`src/sv/atrp_pkg.sv`:
```
`timescale 1ns / 1ps
`default_nettype none
package atrp_pkg;

    localparam int DEF_SAMPLE_BITS  = 10;
    localparam int DEF_CORDIC_STEPS = 16;

    // Angles are signed radians with 24 fractional bits.
    localparam int ANG_W     = 29;
    localparam int FRAC_BITS = 24;
    localparam logic signed [ANG_W-1:0] Q_HALF_PI = 29'sd26353589;
    localparam logic signed [ANG_W-1:0] Q_PI      = 29'sd52707179;

    localparam int MAP_SCALE      = 1000;
    localparam int MAP_OFFSET     = 500;
    localparam int PITCH_PRESCALE = 16;

    localparam int RST_X_LOW  = 338;
    localparam int RST_X_HIGH = 680;
    localparam int RST_Y_LOW  = 328;
    localparam int RST_Y_HIGH = 680;
    localparam int RST_Z_LOW  = 330;
    localparam int RST_Z_HIGH = 730;

    localparam int REG_IDX_W = 3;
    typedef enum logic [REG_IDX_W-1:0] {
        REG_X_LOW  = 3'd0,
        REG_X_HIGH = 3'd1,
        REG_Y_LOW  = 3'd2,
        REG_Y_HIGH = 3'd3,
        REG_Z_LOW  = 3'd4,
        REG_Z_HIGH = 3'd5
    } t_reg_idx;

    typedef struct packed {
        logic valid;
        logic bad;
    } t_ctl;

    // Square root: the operand is normalized below 2^62, the root has 31 bits.
    localparam int SQ_IN_W   = 62;
    localparam int SQ_OUT_W  = 31;
    localparam int SHIFT_MAX = 16;

    // Degrees = angle * 573 / (10 * 2^24); the divide by ten is a reciprocal multiply.
    localparam int DEG_W       = 12;
    localparam int DEG_MUL     = 573;
    localparam int DEG_MUL_W   = 11;
    localparam int DIV10_MUL   = 52429;
    localparam int DIV10_SHIFT = 19;
    localparam int ROLL_LIM    = 90;
    localparam int PITCH_LIM   = 180;

    function automatic logic signed [ANG_W-1:0] atan_entry(input int unsigned idx);
        logic signed [ANG_W-1:0] v;
        case (idx)
            0:       v = 29'sd13176795;
            1:       v = 29'sd7778716;
            2:       v = 29'sd4110060;
            3:       v = 29'sd2086331;
            4:       v = 29'sd1047214;
            5:       v = 29'sd524117;
            6:       v = 29'sd262123;
            7:       v = 29'sd131069;
            8:       v = 29'sd65536;
            9:       v = 29'sd32768;
            10:      v = 29'sd16384;
            11:      v = 29'sd8192;
            12:      v = 29'sd4096;
            13:      v = 29'sd2048;
            14:      v = 29'sd1024;
            15:      v = 29'sd512;
            16:      v = 29'sd256;
            17:      v = 29'sd128;
            18:      v = 29'sd64;
            19:      v = 29'sd32;
            20:      v = 29'sd16;
            21:      v = 29'sd8;
            22:      v = 29'sd4;
            23:      v = 29'sd2;
            24:      v = 29'sd1;
            default: v = '0;
        endcase
        return v;
    endfunction

endpackage
`default_nettype wire

```
`src/sv/atrp_div_cell.sv`:
```
`timescale 1ns / 1ps
`default_nettype none
module atrp_div_cell import atrp_pkg::*; #(
    parameter int SB = DEF_SAMPLE_BITS,
    parameter int NB = DEF_SAMPLE_BITS + 10
) (
    input  wire logic          i_clk,
    input  wire logic [SB-1:0] i_den,
    input  wire logic [SB-1:0] i_rem,
    input  wire logic [NB-1:0] i_dvd,
    input  wire logic [NB-1:0] i_quo,
    input  wire logic          i_neg,
    output logic      [SB-1:0] o_rem,
    output logic      [NB-1:0] o_dvd,
    output logic      [NB-1:0] o_quo,
    output logic               o_neg
);
    logic [SB:0] trial;
    logic [SB:0] diff;
    logic        take;

    assign trial = {i_rem, i_dvd[NB-1]};
    assign take  = trial >= {1'b0, i_den};
    assign diff  = trial - {1'b0, i_den};

    always_ff @(posedge i_clk) begin
        o_rem <= take ? diff[SB-1:0] : trial[SB-1:0];
        o_dvd <= {i_dvd[NB-2:0], 1'b0};
        o_quo <= {i_quo[NB-2:0], take};
        o_neg <= i_neg;
    end
endmodule
`default_nettype wire

```
`src/sv/atrp_map.sv`:
```
`timescale 1ns / 1ps
`default_nettype none
module atrp_map import atrp_pkg::*; #(
    parameter int SAMPLE_BITS = DEF_SAMPLE_BITS
) (
    input  wire logic                                   i_clk,
    input  wire logic                                   i_rst_n,
    input  wire logic                                   i_start,
    input  wire logic [2:0][SAMPLE_BITS-1:0]            i_raw,
    input  wire logic [2:0][SAMPLE_BITS-1:0]            i_lo,
    input  wire logic [2:0][SAMPLE_BITS-1:0]            i_hi,
    output logic      [2:0][SAMPLE_BITS+10:0]           o_m,
    output t_ctl                                        o_ctl
);
    localparam int SB = SAMPLE_BITS;
    localparam int NB = SAMPLE_BITS + 10;
    localparam int MW = SAMPLE_BITS + 11;
    localparam logic signed [MW-1:0] OFFS = MW'(MAP_OFFSET);

    logic [SB-1:0] s_rem [3][NB+1];
    logic [NB-1:0] s_dvd [3][NB+1];
    logic [NB-1:0] s_quo [3][NB+1];
    logic          s_neg [3][NB+1];
    logic [SB-1:0] w_den [3];
    logic          w_bad;
    t_ctl          r_ctl [NB+2];

    assign w_bad = (i_hi[0] <= i_lo[0]) || (i_hi[1] <= i_lo[1]) || (i_hi[2] <= i_lo[2]);

    for (genvar a = 0; a < 3; a++) begin : g_axis
        logic signed [SB:0]   diff;
        logic        [SB-1:0] mag;
        logic        [NB-1:0] r_dvd;
        logic                 r_neg;
        logic signed [MW-1:0] qs;
        logic signed [MW-1:0] n_m;
        logic        [MW-1:0] r_m;

        assign w_den[a] = i_hi[a] - i_lo[a];
        assign diff = $signed({1'b0, i_raw[a]}) - $signed({1'b0, i_lo[a]});
        assign mag  = diff[SB] ? SB'(-diff) : diff[SB-1:0];

        always_ff @(posedge i_clk) begin
            r_dvd <= NB'(mag) * NB'(MAP_SCALE);
            r_neg <= diff[SB];
        end

        assign s_rem[a][0] = '0;
        assign s_quo[a][0] = '0;
        assign s_dvd[a][0] = r_dvd;
        assign s_neg[a][0] = r_neg;

        for (genvar k = 0; k < NB; k++) begin : g_step
            atrp_div_cell #(.SB(SB), .NB(NB)) u_cell (
                .i_clk (i_clk),
                .i_den (w_den[a]),
                .i_rem (s_rem[a][k]),
                .i_dvd (s_dvd[a][k]),
                .i_quo (s_quo[a][k]),
                .i_neg (s_neg[a][k]),
                .o_rem (s_rem[a][k+1]),
                .o_dvd (s_dvd[a][k+1]),
                .o_quo (s_quo[a][k+1]),
                .o_neg (s_neg[a][k+1])
            );
        end

        // Truncation toward zero: divide the magnitude, then restore the sign.
        assign qs  = $signed({1'b0, s_quo[a][NB]});
        assign n_m = (s_neg[a][NB] ? -qs : qs) - OFFS;

        always_ff @(posedge i_clk) begin
            r_m <= n_m;
        end
        assign o_m[a] = r_m;
    end

    always_ff @(posedge i_clk) begin
        if (!i_rst_n) begin
            for (int i = 0; i < NB + 2; i++) begin
                r_ctl[i] <= '0;
            end
        end else begin
            r_ctl[0] <= '{valid: i_start, bad: w_bad};
            for (int i = 1; i < NB + 2; i++) begin
                r_ctl[i] <= r_ctl[i-1];
            end
        end
    end

    assign o_ctl = r_ctl[NB+1];
endmodule
`default_nettype wire

```
`config.mk`:
```
export PLATFORM = sky130hd
export DESIGN_NAME = atrp_map
export DESIGN_NICKNAME = d
export VERILOG_FILES = /design/src/sv/atrp_pkg.sv /design/src/sv/atrp_div_cell.sv /design/src/sv/atrp_map.sv
export SDC_FILE = /design/constraint.sdc
export NUM_CORES = 2
export LEC_CHECK = 0
export ABC_AREA = 1
export BUFFER_PORTS_ARGS = -buffer_cell sky130_fd_sc_hd__buf_2
export CORE_ASPECT_RATIO = 1.2
export CORE_UTILIZATION = 55
export CTS_BUF_LIST = sky130_fd_sc_hd__clkbuf_8
export CTS_CLUSTER_SIZE = 16
export DETAILED_ROUTE_END_ITERATION = 8
export GPL_ROUTABILITY_DRIVEN = 0
export PLACE_DENSITY = 0.71
export SLEW_MARGIN = 20
export SYNTH_ARGS = -nofsm -noshare
export SYNTH_HDL_FRONTEND = slang
export SYNTH_SLANG_ARGS = --single-unit
```
`constraint.sdc`:
```
create_clock -name i_clk -period 8.48 [get_ports i_clk]
set_clock_uncertainty 0.1 [all_clocks]
set_input_delay 1.696 -clock i_clk [delete_from_list [all_inputs] [get_ports i_clk]]
set_output_delay 1.696 -clock i_clk [all_outputs]
set_load 0.01 [all_outputs]
```
# --- Yosys cells after proc, flatten, opt, wreduce, memory -nomap -nowiden ---
# Memory sizes are Yosys's and may differ from the RTL's.
# Index checks and enable logic that the tools add are counted.
word_totals:
  mem_bits_rw: 44
  input_bits: 93
  output_inout_bits: 65
  register_bits: 1785
  mem_count: 1
  elab_cells: 493
op_classes:
  n_mul: 3
  n_bitwise: 22
  n_reduce_logical: 2
  muxes: 87
  magnitude_cmp: 63
  add_sub_neg: 72
memory_table:
  columns: ["name", "depth", "word_bits", "read_ports", "rd_ports_with_merged_regs", "write_ports", "line_no", "rtl"]
  rows:
  - ["r_ctl", 22, 2, 22, 0, 22, "atrp_map.sv:26", "t_ctl r_ctl [NB+2];"]
op_table:
  columns: ["op", "n"]
  rows:
  - ["$ge A11 B10 Y1", 57]
  - ["$mux W10", 57]
  - ["$sub A10 B10 Y10", 57]
  - ["$mux W21", 3]
  - ["$neg A20 Y21", 3]
  - ["$sub A21 B10 Y21 const B", 3]
  - ["$mul A10 B7 Y17 const B", 3]
  - ["$mux W2", 22]
  - ["$sub A10 B10 Y11", 3]
  - ["$ge A1 B10 Y1", 3]
  - ["$le A10 B10 Y1", 3]
  - ["$neg A10 Y10", 3]
  - ["$sub A1 B10 Y10", 3]
  - ["$or A1 B1 Y1", 22]
  - ["$mux W1", 5]
  - ["$logic_or A1 B1 Y1", 2]

# --- Logic depth before layout (Yosys ltp) ---
logic_depth:
  word_depth: 4
  mapped_depth: 30
  mapped_depth_nobuf: 30

# --- By module ---
# Synthesis repeated with hierarchy kept, for this count alone.
hier_totals:
  hier_cells: 13624
  area_unflattened_um2: 122182.2
modules_own_cells:
  columns: ["mod", "seq_area_each_um2", "area_per_inst_um2", "n_inst", "cells_per_inst"]
  rows:
  - ["atrp_div_cell at g_axis[0].g_step[0].u_cell ...", 1001.0, 1775.5, 59, 189]
  - ["atrp_map", 3223.1, 15657.5, 1, 2285]
  - ["atrp_div_cell at g_axis[2].g_step[10].u_cell", 1001.0, 1773.0, 1, 188]

# --- Worst setup path after synthesis ---
# OpenSTA, ideal clock, no wires.
synth_timing:
  path_kind: "input -> register"
  startpoint: "input port i_raw[0] (netlist name)"
  endpoint: "register g_axis[0].r_dvd[17]"
  setup_ps: 121
  t_required_ps: 8259
  cell_stages: 24
  n_path_buf: 1
  path_slack_ps: 1620
  arrival_time_ps: 6639
  cell_sequence: "inv_1 > ha_1 > inv_1 > fa_1 > and3_1 > nor2_4 > buf_4 > o21ai_0 > xor2_1 > inv_1 > ha_1 > inv_1 > fa_1 > fa_1 > fa_1 > inv_1 > ha_1 > a21oi_1 > a21boi_0 > inv_1 > a21o_1 > nand3_1 > nand2_1 > xor2_1"
synth_between:
  elab_cells_between_ends: 4
  cone_classes: "add/sub (2); mul (1); mux (1)"
synth_rtl:
  columns: ["element", "line_no", "rtl"]
  rows:
  - ["from (decl)", "atrp_map.sv:9", "input wire logic [2:0][SAMPLE_BITS-1:0] i_raw,"]
  - ["$sub A10 B10 Y11", "atrp_map.sv:40", "assign diff = $signed({1'b0, i_raw[a]}) - $signed({1'b0, i_lo[a]});"]
  - ["net g_axis[0].diff[10]", "atrp_map.sv:31", "logic signed [SB:0] diff;"]
  - ["$mux W10", "atrp_map.sv:41", "assign mag = diff[SB] ? SB'(-diff) : diff[SB-1:0];"]
  - ["$mul A10 B7 Y17", "atrp_map.sv:44", "r_dvd <= NB'(mag) * NB'(MAP_SCALE);"]
  - ["to (signal assigned)", "atrp_map.sv:44", null]
  - ["to (decl)", "atrp_map.sv:33", "logic [NB-1:0] r_dvd;"]
# The timed path passes the listed nets, and every way through them passes these cells.
# A chain may end at the register's enable or synchronous reset.

# --- Worst setup path after layout ---
layout_timing:
  startpoint: "input port i_raw[0] (netlist name)"
  endpoint: "register g_axis[0].r_dvd[17]"
layout_between:
  elab_chain_len: 4
layout_rtl:
  columns: ["element", "line_no"]
  rows:
  - ["$sub A10 B10 Y11 *", "atrp_map.sv:40"]
  - ["$neg A10 Y10", "atrp_map.sv:41"]
  - ["$mux W10 *", "atrp_map.sv:41"]
  - ["$mul A10 B7 Y17 *", "atrp_map.sv:44"]
# Every way passes the cells marked *; elsewhere a longest branch is shown, timed or not.

==> impl_metrics.py <==
metrics = {
    "die": {
        "pin_count": 158,
        "design.die.area_sq_um": 147000,
        "core_area_sq_um": 144000,
        "dieWidth_microns": 350,
        "start_util_pct": 55.7,
        "die_h_microns": 420,
        "rows": 152,
    },
    "synth": {
        "synthFlopType": "dfxtp_1",
        "syn-num-nets": 10182,
        "synth_fa_ha_area_share_pct": 15.3,
        "yosys.area_share.simple_pct": 16.3,
        "syn_area_sq_um": 80000,
        "ys_warn_count": 0,
        "async_flop_share_pct": 0,
        "synth_top_family_by_area": "simple AND/OR/NAND/NOR gates",
        "netlist_instances": 9189,
        "synth_seq_cells": 1829,
        "synth.area.mux_share_pct": 0,
        "synth_compound_area_share_pct": 10.5,
        "avgSynthCellArea_sq_um": 8.70,
        "synthXorXnorAreaFrac_pct": 5.46,
        "ys_seq_area_share_pct": 45.8,
        "synth_edf_count": 0,
        "synth_cell_types": 54,
    },
    "global_route": {
        "antenna_found_initial": 2,
        "grt_max_degree": 45,
        "grt_pass1_wl_mm": 267,
        "grt_pass1_vias": 58750,
        "track_usage_pct": 22.0,
        "overflow": 0,
    },
    "timing": {
        "relSlewSlack_pct": 22.9,
        "min_period_ns": 6.58,
        "setup_viol": 0,
        "max_freq_ghz": 0.152,
        "rsz0062_at_grt": "false",
        "slew_violations": 0,
        "fin_crit_sh_pct": 77.5,
        "totalNegativeSetupSlack_ns": 0,
        "hold_violations": 0,
        "worstMarginPinSlew_ns": 1.15,
    },
    "clock_tree": {
        "cts_tree": "done",
        "insertion_delay_ns": 1.01,
        "cts_inserted_buffers": 292,
        "cts.repair.resized": 0,
        "clk_pin_slew_ns": 0.06,
        "holdBufCountCts": 0,
        "htreeDepth": 5,
        "cts.sinks": 1829,
        "post_cts_buffers": 0,
        "clockBufferDepth": 4,
        "cts_root_buf": "clkbuf_8",
    },
    "worst_setup_path": {
        "cp_slowest_cell": "fa_1",
        "worstSetupPathType": "in -> reg",
        "startpoint_type": "input port",
        "critPathLaunch": "i_raw[0]",
        "cp_max_fo": 14,
        "cp_common_cell": "inv_1",
        "critPathTopFamily": "adder cells",
        "cp_num_buf_inv": 8,
        "end_kind": "flip-flop",
        "worstPathRequired_ns": 9.23,
        "arrival_ns": 7.32,
        "rr_startpoint": "g_axis[1].g_step[19].u_cell.o_neg$_DFF_P_",
        "cpPeakStageDelay_ns": 0.54,
    },
    "routing": {
        "postRouteAntennaNets": 0,
        "via_per_inst": 5.12,
        "dr.pass1.iters": 6,
        "drt-initial-drc-count": 2988,
        "vias": 59700,
        "drc_errors": 0,
        "drt_wl_total_mm": 161,
        "avgRoutedWirePerCell_microns": 13.8,
    },
    "placed_design": {
        "dpl.hpwl_mm": 117,
        "postPlaceCellArea_sq_um": 82900,
        "portBuffers": 157,
    },
    "run": {
        "drv_cap": 0,
    },
    "status": {
        "status": "finished clean",
    },
    "cells_and_area": {
        "layout_common_cells": "1829 x dfxtp_1, 1814 x nand2_1, 1318 x inv_1",
        "nNetsFinal": 10539,
        "final_layout_size_suffix_gt1_share_pct": 8.59,
        "fillCellCount": 12019,
        "final_cell_area_sq_um": 89100,
        "final_common_cell": "dfxtp_1",
        "area_growth_pct": 11.4,
    },
    "worst_hold_path": {
        "min_path_type": "reg -> reg",
        "hold_start": "g_axis[2].g_step[0].u_cell.o_dvd[18]$_DFF_P_",
    },
}
==> cells in the mapped netlist, types with 83 or more instances <==
master / n / area [sq um]
dfxtp_1: 1829 / 36600
nand2_1: 1818 / 6820
inv_1: 1268 / 4760
ha_1: 768 / 9610
o21ai_0: 706 / 3530
a21oi_1: 519 / 2600
nor2_1: 415 / 1560
nand3_1: 406 / 2030
xor2_1: 330 / 2890
xnor2_1: 159 / 1390
nand4_1: 147 / 920
fa_1: 132 / 2640
or2_2: 100 / 626
clkbuf_1: 98 / 368
a21o_1: 83 / 623
==> per-stage QoR <==
| stage | utilization, % | setup WS, ns | hold WS, ns | std cells |
|---|---|---|---|---|
| after floorplan | - | 1.62 | 0.210 | 9189 |
| after global placement | 57.8 | 1.02 | 0.209 | 11177 |
| after detailed placement | 57.8 | 0.942 | 0.212 | 11177 |
| after CTS | 62.0 | 1.98 | 0.185 | 11667 |
| after global routing | 62.0 | 1.49 | 0.196 | 11668 |
| final | 62.0 | 1.90 | 0.175 | 11669 |
==> worst register-to-register path, cell delays in order (launching register included) <==
cell     delay [ns]
dfxtp_1        0.97
nand2_1        0.17
xor2_1         0.16
inv_1          0.10
ha_1           0.20
inv_1          0.08
nand2_1        0.06
nor2_1         0.20
nand3_1        0.18
nor2_1         0.16
nor2_2         0.08
xnor2_1        0.34
==> routing by layer <==
layer / global-route usage (%) / vias up / wire, microns / part of all wire (%)
li1: - / 30681 / - / -
met1: 25.5 / 27148 / 68500 / 42
met2: 38.8 / 1411 / 77800 / 48
met3: 3.71 / 460 / 7760 / 4.8
met4: 11.3 / 0 / 7260 / 4.5
met5: 0 / - / 0 / 0
==> state kept, by name, indices dropped and copies added, names as in the netlist <==
register                    count
g_axis.g_step.u_cell.o_rem    570
g_axis.g_step.u_cell.o_dvd    408
g_axis.g_step.u_cell.o_quo    630
r_ctl                          44
g_axis.r_dvd                   51
g_axis.r_neg                    3
g_axis.r_m                     63
g_axis.g_step.u_cell.o_neg     60
==> cell families after synthesis <==
group | count (synthesis)
AOI/OAI and AO/OA | 1520
xor gates and xnor gates | 494
DFF | 1829
and+or+nand+nor | 3042
buffers and inverters | 1404
adders and majority gates | 900
==> worst paths after layout <==
check,endpoint,slack (ns),cells after the start
min,g_axis[2].g_step[1].u_cell.o_dvd[19]$_DFF_P_,0.17,0
max,g_axis[0].r_dvd[17]$_DFF_P_,1.90,27
min reg2reg,g_axis[2].g_step[1].u_cell.o_dvd[19]$_DFF_P_,0.17,0
max reg2reg,g_axis[1].r_m[12]$_DFF_P_,5.52,11
==> layout make-up <==
class / count / area (sq um) / share of cell area (%)
Tap cell: 1925 / 2410 / 2.70
Clock inverter: 138 / 1280 / 1.44
Antenna cell: 2 / 5.00 / 0.00562
Timing Repair Buffer: 183 / 981 / 1.10
Sequential cell: 1829 / 36600 / 41.1
Multi-Input combinational cell: 5956 / 38100 / 42.8
Clock buffer: 352 / 4840 / 5.44
Inverter: 1284 / 4820 / 5.41
Power is not shown: default switching activity piles up to over one toggle a cycle in this logic, so the estimate is an artifact.
