File: src/sv/atrp_pkg.sv
`timescale 1ns / 1ps
`default_nettype none
package atrp_pkg;

    localparam int DEF_SAMPLE_BITS  = 10;
    localparam int DEF_CORDIC_STEPS = 16;

    // Angles are signed radians with 24 fractional bits.
    localparam int ANG_W     = 29;
    localparam int FRAC_BITS = 24;
    localparam logic signed [ANG_W-1:0] Q_HALF_PI = 29'sd26353589;
    localparam logic signed [ANG_W-1:0] Q_PI      = 29'sd52707179;

    localparam int MAP_SCALE      = 1000;
    localparam int MAP_OFFSET     = 500;
    localparam int PITCH_PRESCALE = 16;

    localparam int RST_X_LOW  = 338;
    localparam int RST_X_HIGH = 680;
    localparam int RST_Y_LOW  = 328;
    localparam int RST_Y_HIGH = 680;
    localparam int RST_Z_LOW  = 330;
    localparam int RST_Z_HIGH = 730;

    localparam int REG_IDX_W = 3;
    typedef enum logic [REG_IDX_W-1:0] {
        REG_X_LOW  = 3'd0,
        REG_X_HIGH = 3'd1,
        REG_Y_LOW  = 3'd2,
        REG_Y_HIGH = 3'd3,
        REG_Z_LOW  = 3'd4,
        REG_Z_HIGH = 3'd5
    } t_reg_idx;

    typedef struct packed {
        logic valid;
        logic bad;
    } t_ctl;

    // Square root: the operand is normalized below 2^62, the root has 31 bits.
    localparam int SQ_IN_W   = 62;
    localparam int SQ_OUT_W  = 31;
    localparam int SHIFT_MAX = 16;

    // Degrees = angle * 573 / (10 * 2^24); the divide by ten is a reciprocal multiply.
    localparam int DEG_W       = 12;
    localparam int DEG_MUL     = 573;
    localparam int DEG_MUL_W   = 11;
    localparam int DIV10_MUL   = 52429;
    localparam int DIV10_SHIFT = 19;
    localparam int ROLL_LIM    = 90;
    localparam int PITCH_LIM   = 180;

    function automatic logic signed [ANG_W-1:0] atan_entry(input int unsigned idx);
        logic signed [ANG_W-1:0] v;
        case (idx)
            0:       v = 29'sd13176795;
            1:       v = 29'sd7778716;
            2:       v = 29'sd4110060;
            3:       v = 29'sd2086331;
            4:       v = 29'sd1047214;
            5:       v = 29'sd524117;
            6:       v = 29'sd262123;
            7:       v = 29'sd131069;
            8:       v = 29'sd65536;
            9:       v = 29'sd32768;
            10:      v = 29'sd16384;
            11:      v = 29'sd8192;
            12:      v = 29'sd4096;
            13:      v = 29'sd2048;
            14:      v = 29'sd1024;
            15:      v = 29'sd512;
            16:      v = 29'sd256;
            17:      v = 29'sd128;
            18:      v = 29'sd64;
            19:      v = 29'sd32;
            20:      v = 29'sd16;
            21:      v = 29'sd8;
            22:      v = 29'sd4;
            23:      v = 29'sd2;
            24:      v = 29'sd1;
            default: v = '0;
        endcase
        return v;
    endfunction

endpackage
`default_nettype wire

File: src/sv/atrp_sqrt_cell.sv
`timescale 1ns / 1ps
`default_nettype none
module atrp_sqrt_cell import atrp_pkg::*; #(
    parameter int BIT    = 0,
    parameter int SIDE_W = 8
) (
    input  wire logic              i_clk,
    input  wire logic [SQ_IN_W-1:0] i_v,
    input  wire logic [SQ_OUT_W+1:0] i_rem,
    input  wire logic [SQ_OUT_W-1:0] i_root,
    input  wire logic [SIDE_W-1:0] i_side,
    output logic      [SQ_IN_W-1:0] o_v,
    output logic      [SQ_OUT_W+1:0] o_rem,
    output logic      [SQ_OUT_W-1:0] o_root,
    output logic      [SIDE_W-1:0] o_side
);
    logic [SQ_OUT_W+3:0] cur;
    logic [SQ_OUT_W+3:0] trial;
    logic [SQ_OUT_W+3:0] diff;
    logic                take;

    // One root bit per cell: bring down two operand bits, try root*4+1.
    assign cur   = {i_rem, i_v[2*BIT+1 -: 2]};
    assign trial = (SQ_OUT_W+4)'({i_root, 2'b01});
    assign take  = cur >= trial;
    assign diff  = cur - trial;

    always_ff @(posedge i_clk) begin
        o_v    <= i_v;
        o_rem  <= take ? diff[SQ_OUT_W+1:0] : cur[SQ_OUT_W+1:0];
        o_root <= {i_root[SQ_OUT_W-2:0], take};
        o_side <= i_side;
    end
endmodule
`default_nettype wire

File: config.mk
export PLATFORM = sky130hd
export DESIGN_NAME = atrp_sqrt_cell
export DESIGN_NICKNAME = d
export VERILOG_FILES = /design/src/sv/atrp_pkg.sv /design/src/sv/atrp_sqrt_cell.sv
export SDC_FILE = /design/constraint.sdc
export NUM_CORES = 1
export LEC_CHECK = 0
export ABC_AREA = 1
export BUFFER_PORTS_ARGS = -buffer_cell sky130_fd_sc_hd__buf_2
export CAP_MARGIN = 0
export CELL_PAD_IN_SITES_DETAIL_PLACEMENT = 1
export CELL_PAD_IN_SITES_GLOBAL_PLACEMENT = 2
export CORE_MARGIN = 1.5
export CORE_UTILIZATION = 25
export CTS_CLUSTER_DIAMETER = 50
export DETAILED_ROUTE_END_ITERATION = 8
export PLACE_DENSITY_LB_ADDON = 0.1
export SLEW_MARGIN = 40
export SYNTH_ARGS = -nofsm -noshare
export SYNTH_HDL_FRONTEND = slang
export SYNTH_SLANG_ARGS = --single-unit
File: constraint.sdc
create_clock -name i_clk -period 4.3 [get_ports i_clk]
set_clock_uncertainty 0.05 [all_clocks]
set_input_delay 0.645 -clock i_clk [delete_from_list [all_inputs] [get_ports i_clk]]
set_output_delay 0.645 -clock i_clk [all_outputs]
set_load 0.02 [all_outputs]
# Yosys cells after proc, flatten, opt, wreduce, memory -nomap -nowiden
# Index checks and enable logic that the tools add are counted.
dict set report word_totals {
  n_memories 0
  wordCells 7
  romBits 0
  latchBits 0
  ramBits 0
  ff_bits 134
}
dict set report op_classes {
  eq_ne 0
  div 0
  muxes 1
  n_reduce_logical 0
  order_cmp 1
  n_mul 0
  shifts 0
  n_bitwise 0
  n_addsub 1
}
# operator count
set ops {}
lappend ops {{greater-or-equal comparator 35 x 33 -> 1 bit} 1}
lappend ops {{two-way mux 33 bit} 1}
lappend ops {{subtractor 33 bit} 1}

# Depth between registers and ports, before layout
# Gate-level depths: netlist of the first run.
dict set report depth {
  word_depth 2
  mapped_depth 15
}

# Worst setup path before layout of the first run
# OpenSTA, ideal clock, no wires.
dict set report synth_path {
  path_type {input -> register}
  startpoint {input port i_root[28]}
  endpoint {register o_rem[25]}
  arrival_time_ns 1.974
  slack_ns 2.164
  setup_ns 0.112
  required_time_ns 4.138
  n_path_buf 1
  stages 12
  cell_sequence {inv_1 -> ha_1 -> nand2_1 -> inv_1 -> a21oi_1 -> nand2b_1 -> nand3_2 -> nor2_4 -> nand2_8 -> buf_12 -> nand3_2 -> nand2_1}
}
dict set report synth_between {
  elab_chain_cells 2
}
# element line
set synth_rtl {}
lappend synth_rtl {{start: declaration} atrp_sqrt_cell.sv:10} ;# input wire logic [SQ_OUT_W-1:0] i_root,
lappend synth_rtl {{greater-or-equal comparator 35 x 33 -> 1 bit} atrp_sqrt_cell.sv:25} ;# assign take = cur >= trial;
lappend synth_rtl {{two-way mux 33 bit} atrp_sqrt_cell.sv:30} ;# o_rem <= take ? diff[SQ_OUT_W+1:0] : cur[SQ_OUT_W+1:0];
lappend synth_rtl {{end signal: assignment} atrp_sqrt_cell.sv:30}
lappend synth_rtl {{end: declaration} atrp_sqrt_cell.sv:13} ;# output logic [SQ_OUT_W+1:0] o_rem,
# No other way between the ends.

# Worst setup path in the final report of the first run
dict set report layout_path {
  startpoint {input port i_root[16]}
  endpoint {register o_rem[11]}
}
# Same word-level chain as after synthesis.

==> results.toml, run 1 <==
[clocking]
clockBufferDepth = 2
h-tree-depth = 4
cts_tree = "done"
numCtsBuffers = 17
hold_buffers = 0
cts_sinks = 134
postCtsSetupRepairBufs = 0
cts_resized = 0
cts_root_buffer = "clkbuf_16"
clk_pin_slew_ps = 70

[critical_path]
end_kind = "flip-flop"
start_kind = "input pin"
worstSetupPathType = "input pin to flip-flop"
critPathRequiredTime_ps = 4610
crit_start = "i_root[16]"
arrival_ps = 2540
worstPathMaxFanout = 32

[cells_and_area]
nets = 1270
area_growth_pct = 37.66
layout_commonest_cell = "nand2_1"
drive_gt1_frac = 0.3076
final_cell_mix = "nand2_1 (291), buf_2 (268), inv_1 (156)"

[floorplanning]
fp.dieArea_um2 = 24940
ios = 269
core_um2 = 23540
die_w_um = 157.9
die_h_um = 157.9
rows = 56
initial_utilization = 0.2549

[placement]
dp_hpwl_um = 17450
port_buffers = 268
globalplace.congestion = 0.8012

[synth]
synth-seq-cells = 134
netlist_instances = 821
syn_nets = 989
synthFlopType = "dfxtp_1"
synth_top_area_frac = 0.4470
synth_edf_count = 0
syn_avg_cell_area_um2 = 7.309
synth.area.top_cells = "dfxtp_1 (45%), nand2_1 (18%), inv_1 (9.8%)"
ys.warnings.count = 0
syn_area_um2 = 6001
synth_top_cell_by_area = "dfxtp_1"
synthArstFlopShare = 0
yosysSeqAreaShare = 0.4470
yosysUniqueCellTypes = 30

[timing]
period_share = 0.5187
hold_viol = 0
setup_violations = 0
slew_violations = 0
setup_tns_ps = 0
post-route-min-period_ps = 2231
rsz0062_at_grt = "no"
worst_pin_slew_ps = 447.1
fmax_mhz = 448.3
slew_headroom = 0.6997

[global_route]
grt_antenna_before_repair = 3
grt_pass1_vias = 5812
grt_overflow = 0
track_usage = 0.1706
grt_start_max_net_pins = 36
grt_pass1_wl_um = 31750
use_met2 = 0.2966
top_usage_layer = "met2"
grt.met3_usage = 0.04626
grt_use_met1 = 0.2081

[routing]
drt_iter0_markers = 195
drt_wl_total_um = 21280
drc = 0
firstDrtPassIters = 4
viasPerCell = 4.047
ant_nets = 0
avgRoutedWirePerCell_um = 14.83
dr_total_vias = 5807

[min_path]
min_path_type = "input pin to flip-flop"
hp-start = "i_v[32]"

[status]
outcome = "completed"

[pwr]
power_w = 0.003594
leakagePower_nw = 4.751
power.density_nw_per_um2 = 435.1
peakVddDrop_mv = 0.2285

[run]
max_cap_viol_count = 0
metrics by stage:
| stage | setup WS [ps] | area [um2] | utilization | hold WS, ps | instances |
|---|---|---|---|---|---|
| after floorplan | 2164 | 6001 | - | 622.7 | 821 |
| after global placement | 1636 | 7687 | 0.3265 | 696.6 | 1402 |
| after detailed placement | 1608 | 7687 | 0.3265 | 698.9 | 1402 |
| after CTS | 2048 | 8258 | 0.3508 | 247.1 | 1434 |
| after global routing | 1817 | 8260 | 0.3509 | 245.5 | 1435 |
| final | 2069 | 8260 | 0.3509 | 265.7 | 1435 |
synthesized netlist by cell type, types with 3 or more instances:
cell type  count
nor3_1         9
buf_2          6
nand2_2        4
a21oi_1       20
nor2_2         7
ha_1          33
xor2_1        13
and2_1         3
dfxtp_1      134
nand4_1        5
nand3_2       16
nand3_1       58
inv_2          9
nand3b_1       9
nor2_1        35
nand2_1      291
inv_1        156
metal layers:
metal / routed length, um / vias up
met5: 32 / -
met4: 165 / 4
met3: 1598 / 15
met2: 9843 / 172
met1: 9635 / 2571
li1: - / 3045
sequential cells by signal, summed over array words and instances (netlist names):
signal	flops
o_rem	33
o_root	31
o_side	8
o_v	62
report_power, final:
part / internal [W] / switching, W / total [W]
Sequential: 0.00135 / 0.0000233 / 0.00138
Clock: 0.000780 / 0.000644 / 0.00142
Combinational: 0.000269 / 0.000524 / 0.000792
critical path, cell delays in order:
cell and delay (ps):
buf_2 100, inv_1 50, ha_1 340, nand2_1 140, inv_2 50, nand2_2 90
inv_1 50, nand2_1 60, nand2_1 80, inv_2 70, nand3_2 110, nand2_4 110
buf_4 400, nand3_1 130, nand2_1 90
logic make-up (layout without fill, tap and decap cells):
group | after synthesis | in the layout | share of synthesized area
xor gates and xnor gates | 14 | 14 | 0.02043
buffers and inverters | 174 | 468 | 0.1159
AOI/OAI and AO/OA | 23 | 23 | 0.02002
other | 0 | 1 | 0
and+or+nand+nor | 443 | 443 | 0.3278
adders and majority gates | 33 | 33 | 0.06881
DFF | 134 | 134 | 0.4470
worst paths after layout:
kind | endpoint | slack [ps] | cells after the start
hold / removal | o_v[32] | 270 | 1
setup / recovery | o_rem[11] | 2070 | 15
area by class of cell:
type / count / area, um2
antenna: 1 / 2.502
clock buffer: 18 / 439.2
clock inverter: 14 / 131.4
fill: 3013 / 15280
inverter: 165 / 619.3
multi-input combinational: 513 / 2623
sequential: 134 / 2683
tap: 319 / 399.1
timing repair buffer: 271 / 1364
Power figures use the tool's default switching activity.
==> run 2: changes to the inputs <==
clock period = 2.1 ns   (was 4.3 ns; I/O delays follow)
==> run 2 against run 1 <==
Against the previous run:
- count of clock-buffer cells in the layout fell by 1
- power up 120%
- via count grew 14%
- clock power up 120%
- worst hold slack worse by 210 ps
- flip-flop and latch count is the same
- final cell count is 13% higher
- die area unchanged
- utilization increased by 7.5 points
- sequential power rose by 110%
- critical path type unchanged
- largest cell class is now non-clock buffers
- highest routed layer unchanged
==> results.toml, run 2 (synthesis results as in run 1) <==
[pwr]
leakagePower_nw = 5.658
peakVddDrop_mv = 0.4429
power.density_nw_per_um2 = 791.5

[global_route]
grt.met3_usage = 0.04353
grt_pass1_vias = 6935
grt_overflow = 0
top_usage_layer = "met2"
grt_start_max_net_pins = 33
grt_pass1_wl_um = 37230
use_met2 = 0.3611
grt_use_met1 = 0.2366
grt_antenna_before_repair = 1
track_usage = 0.1979

[clocking]
cts_root_buffer = "clkbuf_16"
cts_sinks = 134
clockBufferDepth = 2
numCtsBuffers = 17
cts_tree = "done"
cts_resized = 0
clk_pin_slew_ps = 70
h-tree-depth = 4

[critical_path]
arrival_ps = 2140
start_kind = "input pin"
worstPathMaxFanout = 16
crit_chain = "buf_2, inv_1, ha_1, nand2_1, nor2_1, buf_4, nand2_1, nor2_2, nand2_1, nand3_2, nor2_4, buf_4, nand3_1, nand2_1"
crit_top_cell = "nand2_1"
critPathRequiredTime_ps = 2410
end_kind = "flip-flop"
worstSetupPathType = "input pin to flip-flop"
slowest_delay_ps = 350
cp_slowest_cell = "ha_1"

[routing]
drt_iter0_markers = 209
avgRoutedWirePerCell_um = 15.07
firstDrtPassIters = 6
ant_nets = 0
dr_total_vias = 6597
drt_wl_total_um = 24510
viasPerCell = 4.055
drc = 0

[status]
outcome = "completed"

[cells_and_area]
antenna_cells = 0
drive_gt1_frac = 0.3356
regMostFlops = "o_v"
layout_commonest_cell = "nand2_1"
stdcell_count = 1627
reg.largest.list = "o_v x62, o_rem x33, o_root x31"
nets = 1463
final_cell_mix = "nand2_1 (291), buf_2 (268), inv_1 (156)"
area_growth_pct = 66.91
largest_reg_flops = 62

[placement]
port_buffers = 268
globalplace.congestion = 0.7753
place_inst = 1498
dp_hpwl_um = 18180

[timing]
slew_violations = 0
fmax_mhz = 546.8
period_share = 0.8709
post-route-min-period_ps = 1829
rsz0062_at_grt = "no"
slew_headroom = 0.7674
hold_viol = 0
fin_hold_ws_ps = 58.33
setup_violations = 0
worst_pin_slew_ps = 346.8

[min_path]
min_path_type = "input pin to flip-flop"

[floorplanning]
initial_utilization = 0.2549
core_um2 = 23540
fp.dieArea_um2 = 24940
die_h_um = 157.9
die_w_um = 157.9
rows = 56
ios = 269

[run]
max_cap_viol_count = 0
## run 2: changes by cell type in the layout (fill, tap and decap cells not counted), sizes merged
cell / previous run / this run
bufinv: 0 / 1
dlygate4sd3: 0 / 97
buf: 271 / 367
clkinvlp: 3 / 0
diode: 1 / 0
clkbuf: 18 / 17
clkinv: 3 / 6
## run 2: final cells by class
type	count	area (um2)
clock inverter	15	161.4
multi-input combinational	513	2623
tap	319	399.1
sequential	134	2683
timing repair buffer	464	3105
inverter	165	619.3
fill	3010	13530
clock buffer	17	425.4
## run 2: worst paths after layout
| kind | startpoint | endpoint | slack, ps | depth (start not counted) |
|---|---|---|---|---|
| max | i_root[17] | o_rem[31] | 270 | 14 |
| min | i_root[15] | o_root[16] | 60 | 2 |
## run 2: where the power goes
group	total (W)	leakage (nW)	internal (W)	switching [W]
logic	0.00202	4.24	0.000859	0.00117
registers	0.00283	1.13	0.00277	0.0000569
clock network	0.00307	0.292	0.00169	0.00138
total	0.00793	5.66	0.00532	0.00260
## run 2: worst max-delay path: cells and delay by family
kind                       cells  cell delay, ps
adders and majority gates      1             350
buffers and inverters          4             570
and+or+nand+nor                9             880
## run 2: stage by stage
step             util  TNS [ps]  area (um2)  setup WS, ps  total power, W
2_1_floorplan       -         0        6001         293.6        0.003904
3_3_place_gp   0.3593     -2574        8458        -109.1        0.004762
3_5_place_dp   0.3593     -4109        8458        -145.2        0.004776
4_1_cts        0.4254         0       10020         288.4        0.008057
5_1_grt        0.4254         0       10020         149.7        0.008378
6_report       0.4254         0       10020         271.1        0.007927
## run 2: repair_timing
item | 4_1_cts | 5_1_grt
endpoints found under the hold margin | 97 | 0
buffers inserted | 0 | 0
hold buffers | 97 | 0
## run 2: per-layer routing
layer  wire [um]  up-vias
met5           9        -
met4         218        2
met3        1422       13
met2       11990      180
met1       10870     2979
li1            -     3423
==> run 3: changes to the inputs <==
CTS_CLUSTER_SIZE = 20   (was not set)
GPL_TIMING_DRIVEN = 0   (was not set)
SETUP_SLACK_MARGIN = 0.4   (was not set)
==> run 3 against run 2 <==
Against the previous run:
- non-clock buffer count is 51 lower
- count of clock-buffer cells in the layout is 1 higher
- routed wire length is 0.44% lower
- worst hold slack worse by 26 ps
- highest routed layer is now met4
- setup slack better by 190 ps
==> results.toml, run 3 (synthesis results as in run 1) <==
[status]
outcome = "completed"

[cells_and_area]
reg.largest.list = "o_v x62, o_rem x33, o_root x31"
area_growth_pct = 76.08
post-route-util = 0.4488
drive_gt1_frac = 0.4097
regMostFlops = "o_v"
fin_area_um2 = 10570
layout_commonest_cell = "buf_2"
final_cell_mix = "buf_2 (260), nand2_1 (238), inv_1 (138)"
largest_reg_flops = 62
fillers = 2948
antenna_cells = 0
nets = 1412

[routing]
avgRoutedWirePerCell_um = 15.49
firstDrtPassIters = 4
drt_iter0_markers = 178
dr_total_vias = 6465
drt_wl_total_um = 24410
drc = 0
viasPerCell = 4.102
ant_nets = 0

[pwr]
leakagePower_nw = 5.564
swShare = 0.3380
power.density_nw_per_um2 = 753.5
p_seq_frac = 0.355
intPower_w = 0.005271
peakVddDrop_mv = 0.3538
pwr-share-clk = 0.373
power_w = 0.007962
p_sw_w = 0.002691
power_frac_comb = 0.273

[global_route]
grt_overflow = 0
grt_pass1_wl_um = 36160
grt_start_max_net_pins = 17
grt_pass1_vias = 6658
grt_antenna_before_repair = 0
track_usage = 0.1940

[timing]
worst_pin_slew_ps = 292.1
setup_violations = 0
period_share = 0.7813
post-route-min-period_ps = 1641
fmax_mhz = 609.5
setup_tns_ps = 0
hold_viol = 0
rsz0062_at_grt = "yes"
slew_violations = 0
finalWorstSetupSlack_ps = 459.3
slew_headroom = 0.8052

[critical_path]
slowest_delay_ps = 270
crit_start = "i_rem[26]"
cp_slowest_cell = "ha_4"
crit_buf_inv = 3
arrival_ps = 1910
worstSetupPathType = "input pin to flip-flop"
critPathRequiredTime_ps = 2370
end_kind = "flip-flop"
start_kind = "input pin"
crit_chain = "buf_2, ha_4, nand2_4, nand2_4, a21oi_4, nand2b_4, nand3_2, nor2_4, buf_12, nand2_8, buf_12, nand3_4, nand2_2"
critPathTopFamily = "simple AND/OR/NAND/NOR gates"
worstPathMaxFanout = 7

[clocking]
cts_tree = "done"
clockBufferDepth = 2
numCtsBuffers = 17
h-tree-depth = 4
cts_sinks = 134
clk_pin_slew_ps = 70
cts_root_buffer = "clkbuf_16"

[placement]
place_area_um2 = 8179
dp_hpwl_um = 17600
preCtsSetupSlack_ps = -170.3
globalplace.congestion = 0.8109
port_buffers = 268

[floorplanning]
die_w_um = 157.9
core_um2 = 23540
fp.dieArea_um2 = 24940
ios = 269
rows = 56
die_h_um = 157.9
initial_utilization = 0.2549

[min_path]
min_path_type = "input pin to flip-flop"
hp-start = "i_v[0]"

[run]
max_cap_viol_count = 0
-- run 3: changes by cell type in the layout (fill, tap and decap cells not counted), sizes merged --
cell,change
buf,-56
clkbuf,+4
clkinv,-2
clkinvlp,+2
dlygate4sd3,+2
bufinv,-1
-- run 3: cell type report --
class,count,area (um2),share of cell area
clock buffers,18,439.2,0.04156
well taps,319,399.1,0.03777
multi-input cells,513,3462,0.3276
plain buffers,9,118.9,0.01125
repair buffers,404,2708,0.2562
inverters,165,626.9,0.05932
flip-flops and latches,134,2683,0.2539
clock inverters,14,130.1,0.01231
-- run 3: layer usage --
layer / wire length, um / global-route usage / vias to the layer above
met4: 438 / 0.06409 / 0
met5: 0 / 0 / -
met2: 11700 / 0.3377 / 173
li1: - / - / 3337
met3: 1420 / 0.03969 / 23
met1: 10850 / 0.2381 / 2932
-- run 3: through the flow --
stage                     hold slack, ps  instances
final                              32.13       1576
after global routing               31.10       1576
after CTS                         -48.75       1557
after detailed placement           368.9       1408
after global placement             367.1       1408
after floorplan                    292.7        821
-- run 3: path summary, 6_finish.rpt --
check	to	slack (ps)	cells after the start
min	o_v[0]	30	1
max	o_rem[19]	460	13
-- run 3: repair_timing --
item / CTS / global route
setup endpoints to repair: 31 / 33
pin swaps: 14 / 36
gates cloned: 1 / 0
resized for setup: 20 / 127
hold buffers: 98 / 1
setup buffers: 18 / 18
endpoints found under the hold margin: 99 / 1
-- run 3: power groups by stage --
stage          combinational, W  clock, W  sequential, W
2_1_floorplan          0.000815         0        0.00319
3_3_place_gp            0.00179         0        0.00287
3_5_place_dp            0.00180         0        0.00288
4_1_cts                 0.00201   0.00307        0.00282
5_1_grt                 0.00239   0.00317        0.00285
6_report                0.00217   0.00297        0.00282
